[src/hw/rtl/tte_pkg.sv]
package tte_pkg;

    // request function codes
    typedef logic [1:0] t_func;
    localparam t_func F_LOAD_INDEX = 2'd0;
    localparam t_func F_LOAD_BYTE  = 2'd1;
    localparam t_func F_NAME_LEN   = 2'd2;
    localparam t_func F_CODE       = 2'd3;

    // result kinds
    typedef logic [1:0] t_kind;
    localparam t_kind K_CHAR = 2'd0;
    localparam t_kind K_TYPE = 2'd1;
    localparam t_kind K_END  = 2'd2;
    localparam t_kind K_ERR  = 2'd3;

    // error codes carried in the character field
    localparam logic [7:0] ERR_OVERLONG = 8'd0;
    localparam logic [7:0] ERR_STRAY    = 8'd1;
    localparam logic [7:0] END_CHAR     = 8'd0;

    localparam int INDEX_DEPTH = 256;
    localparam int INDEX_AW    = 8;
    localparam int START_W     = 12;
    localparam int SLOT_W      = 12;
    localparam int VALUE_W     = 12;
    localparam int CHAR_W      = 8;

    typedef struct packed {
        logic       take;        // request accepted this cycle
        logic       ptr_load;    // load pointer from index read data
        logic       ptr_reduce;  // subtract table size from pointer
        logic       scan_begin;  // latch token start, first byte read
        logic       scan_next;   // next byte of the terminator search
        logic       scan_hit;    // terminator found, rewind for output
        logic       prime;       // first byte read of the output pass
        logic       emit;        // send one token character
        logic       code_done;   // count off one code byte
        logic       name_close;  // clear the open name
        logic       res_load;    // send a single closing result
        t_kind      res_kind;
        logic [7:0] res_char;
    } t_cmd;

    typedef struct packed {
        t_func func;
        logic  len_zero;     // length byte of zero
        logic  codes_zero;   // no name open
        logic  last_code;    // one code byte left
        logic  ptr_above;    // pointer at or beyond table size
        logic  char_zero;    // read byte is a terminator
        logic  cnt_at_max;   // byte count at token bound
        logic  cnt_zero;
        logic  emit_final;   // last character of the token
        logic  out_free;     // output register can take a result
    } t_sts;

endpackage

[src/hw/rtl/tte_ctrl.sv]
module tte_ctrl import tte_pkg::*; (
    input  logic i_clk,
    input  logic i_rst_n,
    input  logic i_valid,
    output logic o_ready,
    input  t_sts i_sts,
    output t_cmd o_cmd
);

    localparam logic [3:0] S_IDLE  = 4'd0;
    localparam logic [3:0] S_IDX   = 4'd1;
    localparam logic [3:0] S_RED   = 4'd2;
    localparam logic [3:0] S_SCAN  = 4'd3;
    localparam logic [3:0] S_PRIME = 4'd4;
    localparam logic [3:0] S_EMIT  = 4'd5;
    localparam logic [3:0] S_FIN   = 4'd6;
    localparam logic [3:0] S_END   = 4'd7;
    localparam logic [3:0] S_ERR0  = 4'd8;
    localparam logic [3:0] S_ERR1  = 4'd9;

    logic [3:0] r_state, n_state;

    assign o_ready = (r_state == S_IDLE);

    always_comb begin
        n_state = r_state;
        o_cmd   = '0;
        unique case (r_state)
            S_IDLE: begin
                if (i_valid) begin
                    o_cmd.take = 1'b1;
                    unique case (i_sts.func)
                        F_NAME_LEN: begin
                            if (i_sts.len_zero) begin
                                n_state = S_END;
                            end
                        end
                        F_CODE: begin
                            n_state = i_sts.codes_zero ? S_ERR1 : S_IDX;
                        end
                        default: n_state = S_IDLE;
                    endcase
                end
            end
            S_IDX: begin
                o_cmd.ptr_load = 1'b1;
                n_state        = S_RED;
            end
            S_RED: begin
                if (i_sts.ptr_above) begin
                    o_cmd.ptr_reduce = 1'b1;
                end else begin
                    o_cmd.scan_begin = 1'b1;
                    n_state          = S_SCAN;
                end
            end
            S_SCAN: begin
                if (i_sts.char_zero) begin
                    o_cmd.scan_hit = 1'b1;
                    n_state        = i_sts.cnt_zero ? S_FIN : S_PRIME;
                end else if (i_sts.cnt_at_max) begin
                    // no terminator within bound: drop the name
                    o_cmd.name_close = 1'b1;
                    n_state          = S_ERR0;
                end else begin
                    o_cmd.scan_next = 1'b1;
                end
            end
            S_PRIME: begin
                o_cmd.prime = 1'b1;
                n_state     = S_EMIT;
            end
            S_EMIT: begin
                if (i_sts.out_free) begin
                    o_cmd.emit = 1'b1;
                    if (i_sts.emit_final) begin
                        n_state = S_FIN;
                    end
                end
            end
            S_FIN: begin
                o_cmd.code_done = 1'b1;
                n_state         = i_sts.last_code ? S_END : S_IDLE;
            end
            S_END, S_ERR0, S_ERR1: begin
                if (i_sts.out_free) begin
                    o_cmd.res_load = 1'b1;
                    n_state        = S_IDLE;
                end
                unique case (r_state)
                    S_END: begin
                        o_cmd.res_kind = K_END;
                        o_cmd.res_char = END_CHAR;
                    end
                    S_ERR0: begin
                        o_cmd.res_kind = K_ERR;
                        o_cmd.res_char = ERR_OVERLONG;
                    end
                    default: begin
                        o_cmd.res_kind = K_ERR;
                        o_cmd.res_char = ERR_STRAY;
                    end
                endcase
            end
            default: n_state = S_IDLE;
        endcase
    end

    always_ff @(posedge i_clk) begin
        if (!i_rst_n) begin
            r_state <= S_IDLE;
        end else begin
            r_state <= n_state;
        end
    end

endmodule

[config.mk]
export PLATFORM = sky130hd
export DESIGN_NAME = tte_ctrl
export DESIGN_NICKNAME = d
export VERILOG_FILES = /design/src/hw/rtl/tte_pkg.sv /design/src/hw/rtl/tte_ctrl.sv
export SDC_FILE = /design/constraint.sdc
export NUM_CORES = 1
export LEC_CHECK = 0
export BUFFER_PORTS_ARGS = -buffer_cell sky130_fd_sc_hd__buf_2
export CORE_UTILIZATION = 44
export DETAILED_ROUTE_END_ITERATION = 7
export GPL_ROUTABILITY_DRIVEN = 0
export GPL_TIMING_DRIVEN = 0
export PLACE_DENSITY = 0.83
export SLEW_MARGIN = 30
export SYNTH_ARGS = -nofsm -noshare
export SYNTH_HDL_FRONTEND = slang
export SYNTH_SLANG_ARGS = --single-unit
[constraint.sdc]
create_clock -name i_clk -period 5.9 [get_ports i_clk]
set_clock_uncertainty 0.2 [all_clocks]
set_input_delay 1.18 -clock i_clk [delete_from_list [all_inputs] [get_ports i_clk]]
set_output_delay 1.18 -clock i_clk [all_outputs]
set_load 0.02 [all_outputs]
==> impl_metrics.tcl <==
set metrics [dict create \
    critPathRequiredTime_ns 4.52 \
    pre_cts_slack_ns 2.56 \
    wl_per_cell_um 11.3 \
    viasPerCell 5.38 \
    layout.cells.non_filler 128 \
    netlist_area_um2 573 \
    yosys.area_share.xor_xnor_pct 0 \
    clock_sinks 4 \
    worstHoldPathType "register to register" \
    antenna_cells 0 \
    antenna_found_initial 0 \
    synthMuxAreaShare_pct 5.24 \
    maxCapViolCount 0 \
    synth_warnings 0 \
    gr-usage-met3_pct 5.23 \
    holdPathStages 4 \
    numCtsBuffers 3 \
    rsz0062_at_grt "no" \
    synth-seq-cells 4 \
    post_cts_buffers 0 \
    fin_crit_sh_pct 56.6 \
    track_usage_pct 21.4 \
    power_mw 0.305 \
    synth_adder_area_share_pct 0 \
    path_clk_slew_ns 0.04 \
    finalSetupViolCount 0 \
    initial_core_util_pct 49.6 \
    wl_mm 1.44 \
    place_inst 125 \
    num_rows 12 \
    end_kind "output pin" \
    drc 0 \
    grt_pass1_wl_mm 2.24 \
    worst_path_most_repeated_cell "buf_2" \
    design.die.area_um2 1450 \
    synth_cell_type_count 36 \
    synthFlopType "dfxtp_1" \
    portBuffers 28 \
    area_delta_synth_final_pct 35.4 \
    timing_hold_violations_final 0 \
    synth_top_area_share_pct 14.0 \
    max_stage_delay_ns 0.43 \
    status "completed" \
    grt_pass1_vias 565 \
    worst_slack_ns 2.56 \
    worst-setup-path-type "primary input to output pin" \
    power_leakage_nw 0.404 \
    die_w_um 38.1 \
    fmax_mhz 299 \
    hold_path_startpoint "r_state[1]" \
    yosysSeqAreaShare_pct 14.0 \
    synth_area_leaders "dfxtp_1 (14%), buf_4 (9.2%), mux2i_1 (5.2%)" \
    synth-edff-count 0 \
    nets 130 \
    postSynthAreaPerCell_um2 7.44 \
    num_vias 689 \
    cp-startpoint "i_sts[4]" \
    synth_top_family_by_area "simple AND/OR/NAND/NOR gates" \
    rrSetupSlack_ns 3.81 \
    grt-ovfl-total 0 \
    largest_register "r_state" \
    async_flop_share_pct 0 \
    tritoncts "done" \
    post-route-util_pct 67.1 \
    io_pins 36 \
    power.density_nw_per_um2 393 \
    path_cells "buf_2 > or3_1 > inv_1 > buf_2" \
    crit_family "simple AND/OR/NAND/NOR gates" \
    clockBufferDepth 2 \
    synth-compound-area-share_pct 15.7 \
    met2_usage_pct 35.6 \
    die_h_um 38.1 \
    dp_hpwl_mm 1.14 \
    first_iter_violations 8 \
    post-synth-top-area-cell "dfxtp_1" \
    worstSetupStartpointType "primary input" \
    cts-root-buf "clkbuf_4" \
    setup_tns_ns 0 \
    grt_util_met1_pct 27.2 \
    core_area_um2 1160 \
    crit_fanout 6 \
    cts_max_level 1 \
    clk_latency_ns 0.23 \
    min_to "r_state[3]" \
    synth_cells 77 \
    grt_start_max_net_pins 11 \
    hold_buffers 0 \
    cp.buffers_inverters 3 \
    ir_drop_v 0.000363 \
    slew_violations 0 \
    cts_resized 0 \
    grt-busiest-layer "met2" \
    largest_reg_flops 4 \
    r2r_end "r_state[1]" \
    synthSimpleGateAreaFrac_pct 50.0 \
    dr.pass1.iters 4 \
    antenna_left 0 \
    r2r_start "r_state[2]" \
    drive_above_1_share_pct 36.8 \
    crit_slowest_cell "or3_1" \
    ff2ff_path_depth 4 \
    worstPathArrival_ns 1.96 \
    finalCriticalPeriod_ns 3.34 \
    top_regs "r_state: 4 flops" \
]
## how the worst max path moves through the flow
| stage | end | cells past startpoint |
|---|---|---|
| 2_1_floorplan | o_cmd[17] | 1 |
| 6_report | o_cmd[16] | 4 |
| 4_1_cts | o_cmd[16] | 4 |
| 5_1_grt | o_cmd[10] | 6 |
| 3_5_place_dp | o_cmd[16] | 4 |
| 3_3_place_gp | o_cmd[16] | 4 |
## cells by family (layout without fill, tap and decap cells)
kind of cell / Yosys count / count (layout)
AO/OA/AOI/OAI: 12 / 12
buffers and inverters: 15 / 46
flip-flops: 4 / 4
multiplexers: 3 / 3
other: 1 / 7
AND/OR/NAND/NOR: 42 / 42
## cells in the final DEF (no fill, tap or decap), types with 2 or more instances in the layout
cell type  Yosys  final
dfxtp_1        4      4
nor3b_1        3      3
a21oi_1        2      2
nor3_1         3      3
buf_4          7      7
mux2i_1        3      3
inv_1          3      3
nor4bb_1       3      3
buf_2          0     28
clkbuf_1       5      5
clkbuf_4       0      3
nand3b_1       2      2
nor2_1         5      5
nand2b_1       4      4
or3_1          3      3
nand2_1        5      5
conb_1         1      7
o21bai_1       2      2
and2_1         3      3
## area by class of cell
cell class,count,area [um^2]
timing repair buffer,28,140
inverter,3,11.3
buffer,12,71.3
tap,14,17.5
clock buffer,3,22.5
fill,103,380
multi-input combinational,64,433
sequential,4,80.1
## synth_stat cells, drive strengths merged, types with 3 or more instances
master  number
nand2b       4
or3          3
inv          3
and2         3
nor4bb       3
nor2         5
clkbuf       5
dfxtp        4
nand2        5
mux2i        3
nor3         3
nor3b        3
buf          7
## layer usage
layer  up-vias  part of all wire (%)
li1        345                     -
met1       320                    46
met2        24                    48
met3         0                   6.1
met4         0                     0
met5         -                     0
## through the flow
stage / hold slack, ns / area [um^2]
6_report: 0.508 / 776
3_3_place_gp: 0.490 / 753
5_1_grt: 0.576 / 776
3_5_place_dp: 0.508 / 753
2_1_floorplan: 0.441 / 596
4_1_cts: 0.513 / 776
## report_power, final
part	switching (mW)	leakage [nW]	internal (mW)	total (mW)
combinational	0.122	0.357	0.0988	0.221
clock	0.0100	0.0138	0.0227	0.0327
sequential	0.0145	0.0329	0.0371	0.0516
## worst reg2reg max path, delay by kind of cell (launching register included)
kind | cells | cell delay [ns]
and+or+nand+nor | 3 | 1.24
muxes | 1 | 0.20
DFF | 1 | 0.37
Note: power is estimated with default switching activity, not from simulation.
